`config.mk`:
```
export PLATFORM = sky130hd
export DESIGN_NAME = lock_deadlock_detector_unit
export DESIGN_NICKNAME = d
export VERILOG_FILES = /design/src/design/lkdd_pkg.sv /design/src/design/lkdd_store.sv /design/src/design/lkdd_ctrl.sv /design/src/design/lock_deadlock_detector_unit.sv
export SDC_FILE = /design/constraint.sdc
export NUM_CORES = 1
export LEC_CHECK = 0
export ABC_AREA = 1
export BUFFER_PORTS_ARGS = -buffer_cell sky130_fd_sc_hd__buf_2
export CAP_MARGIN = 20
export CORE_UTILIZATION = 60
export DETAILED_ROUTE_END_ITERATION = 7
export HOLD_SLACK_MARGIN = 0.05
export PLACE_DENSITY_LB_ADDON = 0.1
export RECOVER_POWER = 25
export SLEW_MARGIN = 20
export SYNTH_ARGS = -nofsm -noshare
export SYNTH_HDL_FRONTEND = slang
export SYNTH_SLANG_ARGS = --single-unit
```
`constraint.sdc`:
```
create_clock -name clk -period 5.7 [get_ports clk]
set_clock_uncertainty 0.05 [all_clocks]
set_input_delay 1.14 -clock clk [delete_from_list [all_inputs] [get_ports clk]]
set_output_delay 1.14 -clock clk [all_outputs]
set_load 0.01 [all_outputs]
```
`src/design/lkdd_pkg.sv`:
```
`timescale 1ns / 1ps
// ---------------------------------------------------------------------------
// Lock deadlock detector package
// Shared types, status codes and default sizes for the lock manager.
// ---------------------------------------------------------------------------
package lkdd_pkg;

    localparam int NUM_THREADS_DEF = 16;
    localparam int NUM_LOCKS_DEF   = 16;
    localparam int ID_W            = 4;
    localparam int STATUS_W        = 3;

    typedef enum logic [STATUS_W-1:0] {
        ST_GRANTED  = 3'd0,
        ST_WAITS    = 3'd1,
        ST_DEADLOCK = 3'd2,
        ST_FREED    = 3'd3,
        ST_HANDOVER = 3'd4,
        ST_NOT_HELD = 3'd5,
        ST_HALTED   = 3'd6
    } status_t;

    typedef enum logic [2:0] {
        S_IDLE,
        S_OWN,
        S_LINK,
        S_REL,
        S_SCAN
    } ctrl_state_t;

    // Table access strobes from the sequencer to the table store.
    typedef struct packed {
        logic own_rd;
        logic own_wr;
        logic held_wr;
        logic held_val;
        logic wait_rd;
        logic wait_wr;
        logic waits_wr;
        logic waits_val;
    } tbl_ctl_t;

    typedef struct packed {
        logic            done;
        status_t         status;
        logic [ID_W-1:0] new_owner;
    } result_t;

endpackage

```
`src/design/lkdd_store.sv`:
```
`timescale 1ns / 1ps
// ---------------------------------------------------------------------------
// Lock deadlock detector table store
// Owner memory per lock, awaited-lock memory per thread, and their valid bits.
// ---------------------------------------------------------------------------
module lkdd_store #(
    parameter int NUM_THREADS = lkdd_pkg::NUM_THREADS_DEF,
    parameter int NUM_LOCKS   = lkdd_pkg::NUM_LOCKS_DEF
) (
    input  logic                           clk,
    input  logic                           rst_n,
    input  lkdd_pkg::tbl_ctl_t             ctl,
    input  logic [$clog2(NUM_LOCKS)-1:0]   own_addr,
    input  logic [$clog2(NUM_THREADS)-1:0] own_wdata,
    output logic [$clog2(NUM_THREADS)-1:0] own_rdata,
    input  logic [$clog2(NUM_THREADS)-1:0] wait_addr,
    input  logic [$clog2(NUM_LOCKS)-1:0]   wait_wdata,
    output logic [$clog2(NUM_LOCKS)-1:0]   wait_rdata,
    input  logic [$clog2(NUM_LOCKS)-1:0]   held_qaddr,
    output logic                           held_q,
    input  logic [$clog2(NUM_THREADS)-1:0] waits_qaddr,
    output logic                           waits_q
);
    import lkdd_pkg::*;

    localparam int TW = $clog2(NUM_THREADS);
    localparam int LW = $clog2(NUM_LOCKS);

    logic [TW-1:0]          own_mem  [NUM_LOCKS];
    logic [LW-1:0]          wait_mem [NUM_THREADS];
    logic [NUM_LOCKS-1:0]   held_reg;
    logic [NUM_THREADS-1:0] waits_reg;

    always_ff @(posedge clk)
    begin
        if (ctl.own_wr)
        begin
            own_mem[own_addr] <= own_wdata;
        end
        if (ctl.own_rd)
        begin
            own_rdata <= own_mem[own_addr];
        end
        if (ctl.wait_wr)
        begin
            wait_mem[wait_addr] <= wait_wdata;
        end
        if (ctl.wait_rd)
        begin
            wait_rdata <= wait_mem[wait_addr];
        end
    end

    always_ff @(posedge clk or negedge rst_n)
    begin
        if (!rst_n)
        begin
            held_reg  <= '0;
            waits_reg <= '0;
        end
        else
        begin
            if (ctl.held_wr)
            begin
                held_reg[own_addr] <= ctl.held_val;
            end
            if (ctl.waits_wr)
            begin
                waits_reg[wait_addr] <= ctl.waits_val;
            end
        end
    end

    assign held_q  = held_reg[held_qaddr];
    assign waits_q = waits_reg[waits_qaddr];

endmodule

```
`src/design/lkdd_ctrl.sv`:
```
`timescale 1ns / 1ps
// ---------------------------------------------------------------------------
// Lock deadlock detector sequencer
// Walks the wait chain, scans the wait table and updates the tables.
// ---------------------------------------------------------------------------
module lkdd_ctrl #(
    parameter int NUM_THREADS = lkdd_pkg::NUM_THREADS_DEF,
    parameter int NUM_LOCKS   = lkdd_pkg::NUM_LOCKS_DEF
) (
    input  logic                           clk,
    input  logic                           rst_n,
    input  logic                           start,
    input  logic                           kind,
    input  logic [lkdd_pkg::ID_W-1:0]      thread_id,
    input  logic [lkdd_pkg::ID_W-1:0]      lock_id,
    output lkdd_pkg::tbl_ctl_t             ctl,
    output logic [$clog2(NUM_LOCKS)-1:0]   own_addr,
    output logic [$clog2(NUM_THREADS)-1:0] own_wdata,
    input  logic [$clog2(NUM_THREADS)-1:0] own_rdata,
    output logic [$clog2(NUM_THREADS)-1:0] wait_addr,
    output logic [$clog2(NUM_LOCKS)-1:0]   wait_wdata,
    input  logic [$clog2(NUM_LOCKS)-1:0]   wait_rdata,
    output logic [$clog2(NUM_LOCKS)-1:0]   held_qaddr,
    input  logic                           held_q,
    output logic [$clog2(NUM_THREADS)-1:0] waits_qaddr,
    input  logic                           waits_q,
    output lkdd_pkg::result_t              result
);
    import lkdd_pkg::*;

    localparam int TW = $clog2(NUM_THREADS);
    localparam int LW = $clog2(NUM_LOCKS);
    localparam int SW = $clog2(NUM_THREADS + 1);

    ctrl_state_t   state_reg, state_next;
    logic [SW-1:0] steps_reg, steps_next;
    logic [TW-1:0] scan_reg, scan_next;
    logic          halted_reg, halted_next;

    logic [TW-1:0] tid_w;
    logic [LW-1:0] lock_w;
    logic          in_range;
    logic [SW-1:0] steps_inc;

    assign tid_w     = TW'(thread_id);
    assign lock_w    = LW'(lock_id);
    assign in_range  = (32'(thread_id) < NUM_THREADS) && (32'(lock_id) < NUM_LOCKS);
    assign steps_inc = steps_reg + SW'(1);

    always_ff @(posedge clk or negedge rst_n)
    begin
        if (!rst_n)
        begin
            state_reg  <= S_IDLE;
            steps_reg  <= '0;
            scan_reg   <= '0;
            halted_reg <= 1'b0;
        end
        else
        begin
            state_reg  <= state_next;
            steps_reg  <= steps_next;
            scan_reg   <= scan_next;
            halted_reg <= halted_next;
        end
    end

    always_comb
    begin
        state_next       = state_reg;
        steps_next       = steps_reg;
        scan_next        = scan_reg;
        halted_next      = halted_reg;
        ctl              = '0;
        own_addr         = lock_w;
        own_wdata        = tid_w;
        wait_addr        = tid_w;
        wait_wdata       = lock_w;
        held_qaddr       = lock_w;
        waits_qaddr      = own_rdata;
        result.done      = 1'b0;
        result.status    = ST_GRANTED;
        result.new_owner = '0;

        case (state_reg)
            S_IDLE:
            begin
                if (start)
                begin
                    if (halted_reg)
                    begin
                        result.done   = 1'b1;
                        result.status = ST_HALTED;
                    end
                    else if (!in_range)
                    begin
                        result.done   = 1'b1;
                        result.status = ST_NOT_HELD;
                    end
                    else if (kind)
                    begin
                        if (!held_q)
                        begin
                            ctl.own_wr    = 1'b1;
                            ctl.held_wr   = 1'b1;
                            ctl.held_val  = 1'b1;
                            result.done   = 1'b1;
                            result.status = ST_GRANTED;
                        end
                        else
                        begin
                            ctl.own_rd = 1'b1;
                            steps_next = '0;
                            state_next = S_OWN;
                        end
                    end
                    else if (!held_q)
                    begin
                        result.done   = 1'b1;
                        result.status = ST_NOT_HELD;
                    end
                    else
                    begin
                        ctl.own_rd = 1'b1;
                        state_next = S_REL;
                    end
                end
            end

            // Owner of the current chain lock is on the read port.
            S_OWN:
            begin
                waits_qaddr = own_rdata;
                if (own_rdata == tid_w)
                begin
                    halted_next   = 1'b1;
                    result.done   = 1'b1;
                    result.status = ST_DEADLOCK;
                    state_next    = S_IDLE;
                end
                else if (!waits_q)
                begin
                    ctl.wait_wr   = 1'b1;
                    ctl.waits_wr  = 1'b1;
                    ctl.waits_val = 1'b1;
                    result.done   = 1'b1;
                    result.status = ST_WAITS;
                    state_next    = S_IDLE;
                end
                else
                begin
                    wait_addr   = own_rdata;
                    ctl.wait_rd = 1'b1;
                    state_next  = S_LINK;
                end
            end

            // The lock awaited by that owner is on the read port.
            S_LINK:
            begin
                held_qaddr = wait_rdata;
                steps_next = steps_inc;
                if (steps_inc == SW'(NUM_THREADS) || !held_q)
                begin
                    ctl.wait_wr   = 1'b1;
                    ctl.waits_wr  = 1'b1;
                    ctl.waits_val = 1'b1;
                    result.done   = 1'b1;
                    result.status = ST_WAITS;
                    state_next    = S_IDLE;
                end
                else
                begin
                    own_addr   = wait_rdata;
                    ctl.own_rd = 1'b1;
                    state_next = S_OWN;
                end
            end

            S_REL:
            begin
                if (own_rdata != tid_w)
                begin
                    result.done   = 1'b1;
                    result.status = ST_NOT_HELD;
                    state_next    = S_IDLE;
                end
                else
                begin
                    scan_next   = '0;
                    wait_addr   = '0;
                    ctl.wait_rd = 1'b1;
                    state_next  = S_SCAN;
                end
            end

            // Wait entry of scan_reg is on the read port; lowest waiter wins.
            S_SCAN:
            begin
                waits_qaddr = scan_reg;
                if (waits_q && wait_rdata == lock_w)
                begin
                    ctl.own_wr       = 1'b1;
                    own_wdata        = scan_reg;
                    wait_addr        = scan_reg;
                    ctl.waits_wr     = 1'b1;
                    ctl.waits_val    = 1'b0;
                    result.done      = 1'b1;
                    result.status    = ST_HANDOVER;
                    result.new_owner = ID_W'(scan_reg);
                    state_next       = S_IDLE;
                end
                else if (scan_reg == TW'(NUM_THREADS - 1))
                begin
                    ctl.held_wr   = 1'b1;
                    ctl.held_val  = 1'b0;
                    result.done   = 1'b1;
                    result.status = ST_FREED;
                    state_next    = S_IDLE;
                end
                else
                begin
                    scan_next   = scan_reg + TW'(1);
                    wait_addr   = scan_reg + TW'(1);
                    ctl.wait_rd = 1'b1;
                end
            end

            default:
            begin
                state_next = S_IDLE;
            end
        endcase
    end

endmodule

```
`src/design/lock_deadlock_detector_unit.sv`:
```
`timescale 1ns / 1ps
// ---------------------------------------------------------------------------
// Lock deadlock detector
// Lock manager with wait-for-graph deadlock detection and sticky halt.
// ---------------------------------------------------------------------------
// One item is handled at a time; in_stall stays high from acceptance until
// its result item has been taken. The tables are single-port memories read
// one entry per cycle. An item that needs no table read finishes without
// one; an acquire of a held lock walks the chain from owner to awaited lock
// and ends at a deadlock, at an owner that waits on nothing, at a free lock
// or at the link limit; a valid release scans the wait table upward from
// thread 0 for the first waiter and frees the lock if it finds none. The
// next item is accepted only after the result has been taken.
module lock_deadlock_detector_unit #(
    parameter int NUM_THREADS = lkdd_pkg::NUM_THREADS_DEF,
    parameter int NUM_LOCKS   = lkdd_pkg::NUM_LOCKS_DEF
) (
    input  logic                          clk,
    input  logic                          rst_n,
    input  logic                          in_valid,
    output logic                          in_stall,
    input  logic                          kind,
    input  logic [lkdd_pkg::ID_W-1:0]     thread_id,
    input  logic [lkdd_pkg::ID_W-1:0]     lock_id,
    output logic                          out_valid,
    input  logic                          out_stall,
    output logic [lkdd_pkg::STATUS_W-1:0] status,
    output logic [lkdd_pkg::ID_W-1:0]     new_owner
);
    import lkdd_pkg::*;

    localparam int TW = $clog2(NUM_THREADS);
    localparam int LW = $clog2(NUM_LOCKS);

    logic            busy_reg;
    logic            start_reg;
    logic            kind_reg;
    logic [ID_W-1:0] tid_reg;
    logic [ID_W-1:0] lock_reg;
    logic            out_valid_reg;
    status_t         status_reg;
    logic [ID_W-1:0] new_owner_reg;

    logic          in_acc;
    logic          out_acc;
    tbl_ctl_t      ctl;
    result_t       result;
    logic [LW-1:0] own_addr;
    logic [TW-1:0] own_wdata;
    logic [TW-1:0] own_rdata;
    logic [TW-1:0] wait_addr;
    logic [LW-1:0] wait_wdata;
    logic [LW-1:0] wait_rdata;
    logic [LW-1:0] held_qaddr;
    logic          held_q;
    logic [TW-1:0] waits_qaddr;
    logic          waits_q;

    assign in_acc  = in_valid && !busy_reg;
    assign out_acc = out_valid_reg && !out_stall;

    always_ff @(posedge clk or negedge rst_n)
    begin
        if (!rst_n)
        begin
            busy_reg      <= 1'b0;
            start_reg     <= 1'b0;
            out_valid_reg <= 1'b0;
        end
        else
        begin
            start_reg <= in_acc;
            if (in_acc)
            begin
                busy_reg <= 1'b1;
            end
            else if (out_acc)
            begin
                busy_reg <= 1'b0;
            end
            if (result.done)
            begin
                out_valid_reg <= 1'b1;
            end
            else if (out_acc)
            begin
                out_valid_reg <= 1'b0;
            end
        end
    end

    always_ff @(posedge clk)
    begin
        if (in_acc)
        begin
            kind_reg <= kind;
            tid_reg  <= thread_id;
            lock_reg <= lock_id;
        end
        if (result.done)
        begin
            status_reg    <= result.status;
            new_owner_reg <= result.new_owner;
        end
    end

    lkdd_ctrl #(
        .NUM_THREADS (NUM_THREADS),
        .NUM_LOCKS   (NUM_LOCKS)
    ) u_ctrl (
        .clk         (clk),
        .rst_n       (rst_n),
        .start       (start_reg),
        .kind        (kind_reg),
        .thread_id   (tid_reg),
        .lock_id     (lock_reg),
        .ctl         (ctl),
        .own_addr    (own_addr),
        .own_wdata   (own_wdata),
        .own_rdata   (own_rdata),
        .wait_addr   (wait_addr),
        .wait_wdata  (wait_wdata),
        .wait_rdata  (wait_rdata),
        .held_qaddr  (held_qaddr),
        .held_q      (held_q),
        .waits_qaddr (waits_qaddr),
        .waits_q     (waits_q),
        .result      (result)
    );

    lkdd_store #(
        .NUM_THREADS (NUM_THREADS),
        .NUM_LOCKS   (NUM_LOCKS)
    ) u_store (
        .clk         (clk),
        .rst_n       (rst_n),
        .ctl         (ctl),
        .own_addr    (own_addr),
        .own_wdata   (own_wdata),
        .own_rdata   (own_rdata),
        .wait_addr   (wait_addr),
        .wait_wdata  (wait_wdata),
        .wait_rdata  (wait_rdata),
        .held_qaddr  (held_qaddr),
        .held_q      (held_q),
        .waits_qaddr (waits_qaddr),
        .waits_q     (waits_q)
    );

    assign in_stall  = busy_reg;
    assign out_valid = out_valid_reg;
    assign status    = status_reg;
    assign new_owner = new_owner_reg;

    // A result item can only be pending while the block is busy.
    assert property (@(posedge clk) disable iff (!rst_n)
        out_valid |-> in_stall)
        else $error("result pending while block accepts items");

    // A finished item never overwrites a result that is still pending.
    assert property (@(posedge clk) disable iff (!rst_n)
        result.done |-> !out_valid_reg)
        else $error("result produced while previous one pending");

    // Only a handover names a new owner.
    assert property (@(posedge clk) disable iff (!rst_n)
        (out_valid && status != ST_HANDOVER) |-> new_owner == '0)
        else $error("new_owner set on a result other than handover");

endmodule
```
Yosys cells after proc, flatten, opt, wreduce, memory -nomap -nowiden
Memory sizes are Yosys's and may differ from the RTL's. A register that Yosys moved wholly into a read port is not among the register bits. Cells that the tools add are included.

Register bits: 64. Memory bits (writable): 128. Input port bits: 13. Logic and storage cells: 143. Memories: 2.

Add/subtract/negate cells: 2. Magnitude comparators: 6. Equality and inequality tests: 17. Multiplexer cells: 83. Reduce and logical (&&, ||, !) cells: 19.

Memory list: u_store.own_mem (words 16, width 4, read ports 1, clocked after Yosys merged registers in 1, write ports 1, line lkdd_store.sv:29) `logic [TW-1:0] own_mem [NUM_LOCKS];`; u_store.wait_mem (words 16, width 4, read ports 1, clocked after Yosys merged registers in 1, write ports 1, line lkdd_store.sv:30) `logic [LW-1:0] wait_mem [NUM_THREADS];`.

Operators by type and width (number): 4-bit 2-to-1 mux (28); 3-bit 2-to-1 mux (14); 16-bit bitwise mux (2); 4-bit by 5-bit < comparator with 1-bit output, second input constant (4); 5-bit 2-to-1 mux (4); 4-bit one-hot mux with 5 select lines (1); 1-bit 2-to-1 mux (18); 3-bit one-hot mux with 5 select lines (1); 2-bit inequality test, second input constant (6); 4-bit one-hot mux with 3 select lines (1); 5-bit one-hot mux with 2 select lines (1); 1-bit binary-select mux with 4-bit select (2); 1-bit demux with 4-bit select (2); 4-bit == test (2); 4-bit by 1-bit >= comparator with 1-bit output, second input constant (2); 4-bit one-hot mux with 2 select lines (1); 4-bit AND reduction (2); 2-bit nonzero test (4); 3-bit by 2-bit == test with 1-bit output, second input constant (2); 2-bit 2-to-1 mux (3); 2-bit one-hot mux with 3 select lines (1); 3-bit one-hot mux with 2 select lines (1); 5-bit by 1-bit adder with 5-bit output, second input constant (1); 5-bit == test, second input constant (1); 15 further kinds (23).

Longest topological paths before layout
Gate-level depths: netlist of the first run.

Depth in word-level cells: 13. Gate-level depth with buffers: 24. Mapped depth without buffers: 22.

By module
Synthesis of the first run repeated with hierarchy kept, for this count alone.

Cells, all modules: 1105. Area, all modules: 9895.7 um2.

Modules (own cells, without submodules): lkdd_store (times used 1, cells each 828, area an instance 7822.5 um2); lkdd_ctrl (times used 1, cells each 250, area an instance 1483.9 um2); lock_deadlock_detector_unit (times used 1, cells each 27, area an instance 589.3 um2).

Least setup slack after synthesis of the first run
OpenSTA, ideal clock, no wires.

Path kind: flip-flop to flip-flop. From: reg u_ctrl.state_reg[2]. To: mem u_store.wait_mem[7][0] in the netlist's numbering (enable). Library setup time: 0.361 ns. Arrival time: 2.593 ns. Slack: 2.696 ns. Cell stages (with the launch flop): 17. Path buffers: 3. Period minus slack after synthesis: 3.004 ns. Cell sequence: dfrtp_1 -> nor2_2 -> nand2_2 -> nand2_2 -> o21ai_4 -> buf_4 -> o211ai_1 -> nand3_1 -> nand3_1 -> nand2_2 -> nand2_1 -> nand2_1 -> o21ai_2 -> inv_1 -> clkbuf_1 -> buf_2 -> nor3_1.

Word-level cells in the longest chain between the ends: 10. Elaborated cells between the ends (all ways): 23. Classes of those cells: eq/ne (4); mux (16); reduce/logical (3).

RTL lines: start, declared (line lkdd_ctrl.sv:35) `ctrl_state_t state_reg, state_next;`; start signal, assigned (line lkdd_ctrl.sv:61) `state_reg <= state_next;`; 3-bit by 2-bit == test with 1-bit output (line lkdd_ctrl.sv:85) `case (state_reg)`; 4-bit 2-to-1 mux (line lkdd_ctrl.sv:85); 1-bit binary-select mux with 4-bit select (line lkdd_store.sv:74) `assign held_q = held_reg[held_qaddr];`; 1-bit 2-to-1 mux (not written as such) (line lkdd_store.sv:74); 1-bit logical NOT; 1-bit logical OR (line lkdd_ctrl.sv:163) `if (steps_inc == SW'(NUM_THREADS) || !held_q)`; 3-bit 2-to-1 mux (line lkdd_ctrl.sv:163); 1-bit one-hot mux with 2 select lines (line lkdd_ctrl.sv:85); 1-bit 2-to-1 mux (line lkdd_store.sv:44) `if (ctl.wait_wr)`; 1-bit 2-to-1 mux (not written as such) (line lkdd_store.sv:46) `wait_mem[wait_addr] <= wait_wdata;`; end, declared (line lkdd_store.sv:30).

Several ways; a longest one is shown, not always the timed one. The select of a mux whose other input is x is not followed.

Final worst setup path of the first run
From: reg lock_reg[2]. To: mem u_store.own_mem[10][1] in the netlist's numbering (enable).

Word-level cells in the longest chain between the ends: 10. Elaborated cells between the ends (all ways): 17. Classes of those cells: eq/ne (1); mux (13); reduce/logical (3).

RTL lines: start, declared (line lock_deadlock_detector_unit.sv:39) `logic [ID_W-1:0] lock_reg;`; start signal, assigned (line lock_deadlock_detector_unit.sv:98) `lock_reg <= lock_id;`; 4-bit 2-to-1 mux (line lkdd_ctrl.sv:85); 1-bit binary-select mux with 4-bit select (line lkdd_store.sv:74); 1-bit 2-to-1 mux (not written as such) (line lkdd_store.sv:74); 3-bit 2-to-1 mux (line lkdd_ctrl.sv:102) `if (!held_q)`; 3-bit 2-to-1 mux (line lkdd_ctrl.sv:100) `else if (kind)`; 4-bit 2-to-1 mux (line lkdd_ctrl.sv:90) `if (halted_reg)`; 4-bit 2-to-1 mux (line lkdd_ctrl.sv:88) `if (start)`; 3-bit one-hot mux with 2 select lines (line lkdd_ctrl.sv:85); 1-bit 2-to-1 mux (line lkdd_store.sv:36) `if (ctl.own_wr)`; 1-bit 2-to-1 mux (not written as such) (line lkdd_store.sv:38) `own_mem[own_addr] <= own_wdata;`; end, declared (line lkdd_store.sv:29).

Several ways; a longest one is shown, not always the timed one. The select of a mux whose other input is x is not followed.

==> reports/results.ini, run 1 <==
[cells_and_area]
nNetsFinal=1100
layout_commonest_cell=nand2_1
fill_cells=1291
final_core_util=0.669
area_delta_synth_final_pct=9.23
antenna_cells=0
layout_common_cells=nand2_1 (407), edfxtp_1 (152), nand3_1 (138)
drive_above_1_share=0.0993
largest_registers=u_store.own_mem: 64 flops, u_store.wait_mem: 64 flops

[power_and_ir_drop]
p_leak_nw=4.58
pwr-share-seq=0.383
pwr-share-clk=0.225
p_comb_frac=0.391
intPower_w=0.00301
power_density_mw_per_mm2=497
switching_share=0.428
ir_drop_mv=0.260
power_switching_w=0.00225

[sta]
worst_pin_slew_ps=2680
whs_ps=442
final.setup.tns_ps=0
finalSetupViolations=0
hold_viol_final=0
fin_ws_ps=1160
slew_violations=49
maxSlewHeadroom=-0.786
rsz0062_at_grt=false
fin_crit_sh=0.796
timing.fmax_mhz=220
finalCriticalPeriod_ps=4540

[detailed_routing]
wirelength_mm=22.7
via_count=7308
drtIter0Drc=610
ant_nets=0
drt-vias-per-instance=5.56
wire_per_inst_um=17.3
drt_pass1_iterations=5
drc_errors=0

[clock_network]
cts_tree=done
post_cts_buffers=0
ctsRootBufferMaster=clkbuf_16
cts-hold-fix-buffers=0
clk_latency_ps=440
htree_levels=4
cts.repair.resized=0
cts_buffers=17
cts.sinks=200
path_clk_slew_ps=80
clockBufferDepth=2

[worst_setup_path]
critPathArrivalTime_ps=4570
crit_type=flop to flop
cp_data_required_time_ps=5740
endpoint_kind=flop
cp-start-kind=flop
critPathMaxFanout=33

[grt]
grt_max_degree=49
antenna_found_initial=0
grt_busiest_layer=met2
grt_pass1_vias=7027
grt_pass1_wl_mm=36.5
grtUsageTotal=0.296
grt_overflow=0
use_met3=0.0557
grt_use_met2=0.505
grt_use_met1=0.379

[run]
drv_cap=1

[logic_synthesis]
yosysUniqueCellTypes=38
avgSynthCellArea_sq_um=9.09
yosysSeqAreaShare=0.595
synth-seq-cells=200
synth_warnings=0
synth_area_sq_mm=0.00969
syn-num-nets=1081
synth_cells=1066

[floorplanning]
start_util=0.612
rows=46
die_x_um=129
die_height_um=129
core_area_sq_mm=0.0158
ioPinCount=22
die-area_sq_mm=0.0167

[worst_hold_path]
hold_class=flop to flop

[placed_design]
dp_hpwl_mm=15.7
pre_cts_ws_ps=1320
io_buffer_count=21
gp_congestion=0.972

[outcome]
status=finished, violations left
violations=max-capacitance violations, max-slew violations

## power groups by stage
| stage | logic (W) | clock network, W | registers (W) |
|---|---|---|---|
| finish | 0.00206 | 0.00118 | 0.00202 |
| global route | 0.00232 | 0.00126 | 0.00203 |
| CTS | 0.00205 | 0.00119 | 0.00201 |
| detailed placement | 0.00203 | 0 | 0.00204 |
| global placement | 0.00201 | 0 | 0.00204 |
| floorplan | 0.00152 | 0 | 0.00200 |
## path summary, 6_finish.rpt
path / slack [ps] / end / cells after the start / from
setup / recovery: 1160 / u_store.own_mem[10][1] / 13 / lock_reg[2]
hold / removal: 440 / u_store.held_reg[12] / 2 / u_store.held_reg[12]
setup reg to reg: 1160 / u_store.own_mem[10][1] / 13 / lock_reg[2]
hold reg to reg: 440 / u_store.held_reg[12] / 2 / u_store.held_reg[12]
max in group asynchronous: 2490 / u_store.waits_reg[9] / 2 / rst_n
min in group asynchronous: 1580 / u_ctrl.steps_reg[2] / 2 / rst_n
## kinds of logic after synthesis
| family | Yosys count | share of synthesized area |
|---|---|---|
| xor gates and xnor gates | 12 | 0.0108 |
| and+or+nand+nor | 643 | 0.289 |
| AOI/OAI and AO/OA | 74 | 0.0471 |
| DFF | 200 | 0.595 |
| adders and majority gates | 2 | 0.00258 |
| buffers and inverters | 135 | 0.0555 |
## critical path, stage by stage (launching register included)
cell	delay [ps]
edfxtp_1	350
clkbuf_1	790
nor2_1	110
a21oi_1	250
inv_1	100
nand3_1	110
nand3_1	90
nand2_2	190
nand3_4	150
nand2_2	480
nand2_2	500
nor2_2	350
inv_1	160
nor3_1	480
## through the flow
step / power (W) / cell area, sq um / std cells
floorplan: 0.00352 / 9690 / 1066
global placement: 0.00405 / 10000 / 1282
detailed placement: 0.00406 / 10000 / 1282
CTS: 0.00525 / 10600 / 1314
global route: 0.00561 / 10600 / 1314
finish: 0.00526 / 10600 / 1314
## synth_stat cells (all sizes together)
master  number  share of area
nand2      416           0.17
edfxtp     152           0.47
nand3      142          0.076
inv        103          0.040
o21ai       52          0.031
dfrtp       48           0.12
nor2        48          0.025
nor3        20          0.010
buf         19          0.010
clkbuf      13         0.0050
nand4       11         0.0077
o211ai      11         0.0085
xor2         7         0.0063
a21oi        5         0.0026
xnor2        5         0.0045
nand3b       4         0.0031
ha           2         0.0026
a211oi       1        0.00078
a22o         1        0.00090
a31oi        1        0.00065
nor4         1        0.00065
o221a        1         0.0012
o22ai        1        0.00065
o31ai        1        0.00078
or2          1        0.00065
## layer usage
| layer | wire [um] | up-vias |
|---|---|---|
| li1 | - | 3587 |
| met1 | 9630 | 3444 |
| met2 | 11300 | 228 |
| met3 | 1200 | 49 |
| met4 | 637 | 0 |
| met5 | 0 | - |
## final cells by class
class                   count  area (sq um)  share of cell area
flip-flops and latches    200          5770               0.545
repair buffers             32           178              0.0168
well taps                 216           270              0.0255
clock buffers              17           425              0.0402
multi-input cells         731          3380               0.320
clock inverters            15           170              0.0161
inverters                 103           389              0.0368
No activity file was read; power rests on OpenSTA's default activity.
==> run 2, diff against run 1 <==
ABC_AREA = 0   (was 1)
clock period = 4.4 ns   (was 5.7 ns; I/O delays follow)
==> reports/results.ini, run 2 <==
[outcome]
status=finished, violations left
violations=max-capacitance violations, max-slew violations

[logic_synthesis]
avgSynthCellArea_sq_um=12.1  ; +33%
synth.most_common_cell=edfxtp_1
synth_async_sr_flop_share=0.240  ; unchanged
syn-num-nets=820  ; -24%
synth-main-ff-cell=edfxtp_1
synth_top_area_share=0.469  ; -0.00200
synth_top_area_cell=edfxtp_1
synth_warnings=0  ; unchanged
synth_xor_area_frac=0.00990  ; -0.000946
synth_edf_count=152  ; unchanged
synth_top_family_by_area=compound AO/OA/AOI/OAI gates
synth_cells=805  ; -24%
muxShareOfSynthArea=0.0895  ; +0.0895
synth_area_sq_mm=0.00973  ; +0.43%
synth.top_cells.by_area=edfxtp_1 (47%), dfrtp_1 (12%), mux2i_1 (4.7%), nand2_1 (3.7%), o21ai_0 (3.1%)
yosys.area_share.simple=0.131  ; -0.158
yosysUniqueCellTypes=81  ; +110%
synth_common_cells=edfxtp_1 (152), nand2_1 (96), nor2_1 (65)
yosysSeqAreaShare=0.593  ; -0.00253
synth-compound-area-share=0.143  ; +0.0957
synth_adder_area_share=0.00257  ; -0.0000110
synth-seq-cells=200  ; unchanged

[placed_design]
pre_cts_ws_ps=249  ; -1070 ps
io_buffer_count=21  ; unchanged
dp_hpwl_mm=16.2  ; +3.0%
gp_congestion=0.973  ; +0.15%

[sta]
worst_pin_slew_ps=2590  ; -85.9 ps
timing.fmax_mhz=240  ; +8.7%
final.setup.tns_ps=0  ; unchanged
finalSetupViolations=0  ; unchanged
fin_crit_sh=0.948  ; +0.152
hold_viol_final=0  ; unchanged
fin_ws_ps=229  ; -935 ps
finalCriticalPeriod_ps=4170  ; -365 ps
whs_ps=459  ; +16.4 ps
rsz0062_at_grt=false
slew_violations=49  ; unchanged
maxSlewHeadroom=-0.729  ; +0.0573

[floorplanning]
ioPinCount=22  ; unchanged
core_area_sq_mm=0.0159  ; +0.36%
die_height_um=129  ; +0.21%
rows=46  ; unchanged
die-area_sq_mm=0.0167  ; +0.42%
start_util=0.612  ; about the same
die_x_um=129  ; +0.21%

[power_and_ir_drop]
ir_drop_mv=0.265  ; +1.6%
p_leak_nw=3.98  ; -13%
power_density_mw_per_mm2=391  ; -21%
power_w=0.00418  ; -20%

[cells_and_area]
drive_above_1_share=0.144  ; +0.0443
nNetsFinal=845  ; -23%
fill_cells=1189  ; -7.9%
layout_common_cells=edfxtp_1 (152), nand2_1 (96), nor2_1 (62)
largest_registers=u_store.own_mem: 64 flops, u_store.wait_mem: 64 flops
antenna_cells=0  ; unchanged
layout_commonest_cell=edfxtp_1
area_delta_synth_final_pct=9.86

[grt]
grt_overflow=0  ; unchanged
grt_pass1_vias=6594  ; -6.2%
grtUsageTotal=0.293  ; -0.00390
use_met3=0.0462  ; -0.00950
antenna_found_initial=0  ; unchanged
grt_max_degree=51  ; +4.1%
grt_use_met2=0.485  ; -0.0195
grt_use_met1=0.381  ; +0.00138
grt_pass1_wl_mm=36.0  ; -1.5%
grt_busiest_layer=met2

[worst_setup_path]
critPathArrivalTime_ps=4220  ; -350 ps
crit_family=compound AO/OA/AOI/OAI gates
cpPeakStageDelay_ps=530  ; -260 ps
path_cells=or3b_1, a211o_1, a211oi_2, a31oi_1, a21o_1, a32o_1, o31ai_1, o221ai_1, nor2_1, nand2_1, nor2_1
crit_type=flop to flop
slowest_stage=dfrtp_1
cp_data_required_time_ps=4450  ; -1290 ps
crit_top_cell=nor2_1
critPathMaxFanout=8  ; -76%
endpoint_kind=flop
cp-start-kind=flop
crit_buf_inv=0  ; -3

[clock_network]
path_clk_slew_ps=70  ; about the same
cts.repair.resized=0  ; unchanged
cts-hold-fix-buffers=0  ; unchanged
clockBufferDepth=2  ; unchanged
post_cts_buffers=0  ; unchanged
cts.sinks=200  ; unchanged
clk_latency_ps=430  ; about the same
cts_buffers=17  ; unchanged
cts_tree=done
ctsRootBufferMaster=clkbuf_16
htree_levels=4  ; unchanged

[detailed_routing]
wirelength_mm=23.0  ; +1.0%
drt-vias-per-instance=6.36  ; +14%
drtIter0Drc=632  ; +3.6%
via_count=6738  ; -7.8%
wire_per_inst_um=21.7  ; +25%
drc_errors=0  ; unchanged
ant_nets=0  ; unchanged
drt_pass1_iterations=5  ; unchanged

[worst_hold_path]
hold_class=flop to flop

[run]
drv_cap=1  ; unchanged

## run 2: cell types whose count changed after synthesis, moves of 14 or more
cell	change
a21o_1	+16
a21oi_1	+20
a221o_1	+14
a221oi_1	+18
inv_1	-75
mux2i_1	+46
nand2_1	-311
nand2b_1	+14
nand3_1	-117
nor2_1	+30
o21ai_0	+39
o21ai_1	-17
## run 2: worst paths after layout
check | cells after the start | endpoint | startpoint | slack (ps)
setup reg to reg | 11 | u_store.wait_mem[2][3] | u_ctrl.state_reg[2] | 230
min in group asynchronous | 1 | u_ctrl.steps_reg[3] | rst_n | 1200
hold / removal | 1 | u_store.held_reg[13] | u_store.held_reg[13] | 460
max in group asynchronous | 1 | u_ctrl.scan_reg[2] | rst_n | 1620
hold reg to reg | 1 | u_store.held_reg[13] | u_store.held_reg[13] | 460
setup / recovery | 11 | u_store.wait_mem[2][3] | u_ctrl.state_reg[2] | 230
## run 2: stage by stage
stage | utilization | instances | cell area [sq um]
3_5_place_dp | 0.634 | 1027 | 10100
4_1_cts | 0.673 | 1059 | 10700
6_report | 0.673 | 1059 | 10700
5_1_grt | 0.673 | 1059 | 10700
3_3_place_gp | 0.634 | 1027 | 10100
2_1_floorplan | - | 805 | 9730
## run 2: cell type report
type / instances / area (sq um) / share of cell area
clock buffer: 19 / 453 / 0.0424
clock inverter: 13 / 161 / 0.0151
inverter: 14 / 52.6 / 0.00492
multi-input combinational: 549 / 3680 / 0.344
sequential: 200 / 5770 / 0.539
tap: 216 / 270 / 0.0253
timing repair buffer: 48 / 308 / 0.0288
## run 2: where the power goes
part,switching [W],internal [W]
Combinational,0.000292,0.000151
Sequential,0.0000396,0.00210
Clock,0.000710,0.000885
## run 2: worst register-to-register path, cell delays in order (launching register included)
cell      delay [ps]
dfrtp_1          530
or3b_1           510
a211o_1          280
a211oi_2         190
a31oi_1          110
a21o_1           280
a32o_1           350
o31ai_1          320
o221ai_1         430
nor2_1           190
nand2_1          230
nor2_1           370
## run 2: metal layers
metal | vias to the layer above | part of all wire
met2 | 266 | 0.50
met4 | 0 | 0.032
met5 | - | 0
met1 | 3308 | 0.42
met3 | 53 | 0.048
li1 | 3111 | -
## run 2: kinds of logic after synthesis
kind of cell             count (synthesis)
adder cells (fa/ha/maj)                  2
AND/OR/NAND/NOR                        258
flip-flops                             200
multiplexers                            75
buffers and inverters                   56
XOR/XNOR                                11
AO/OA/AOI/OAI                          203
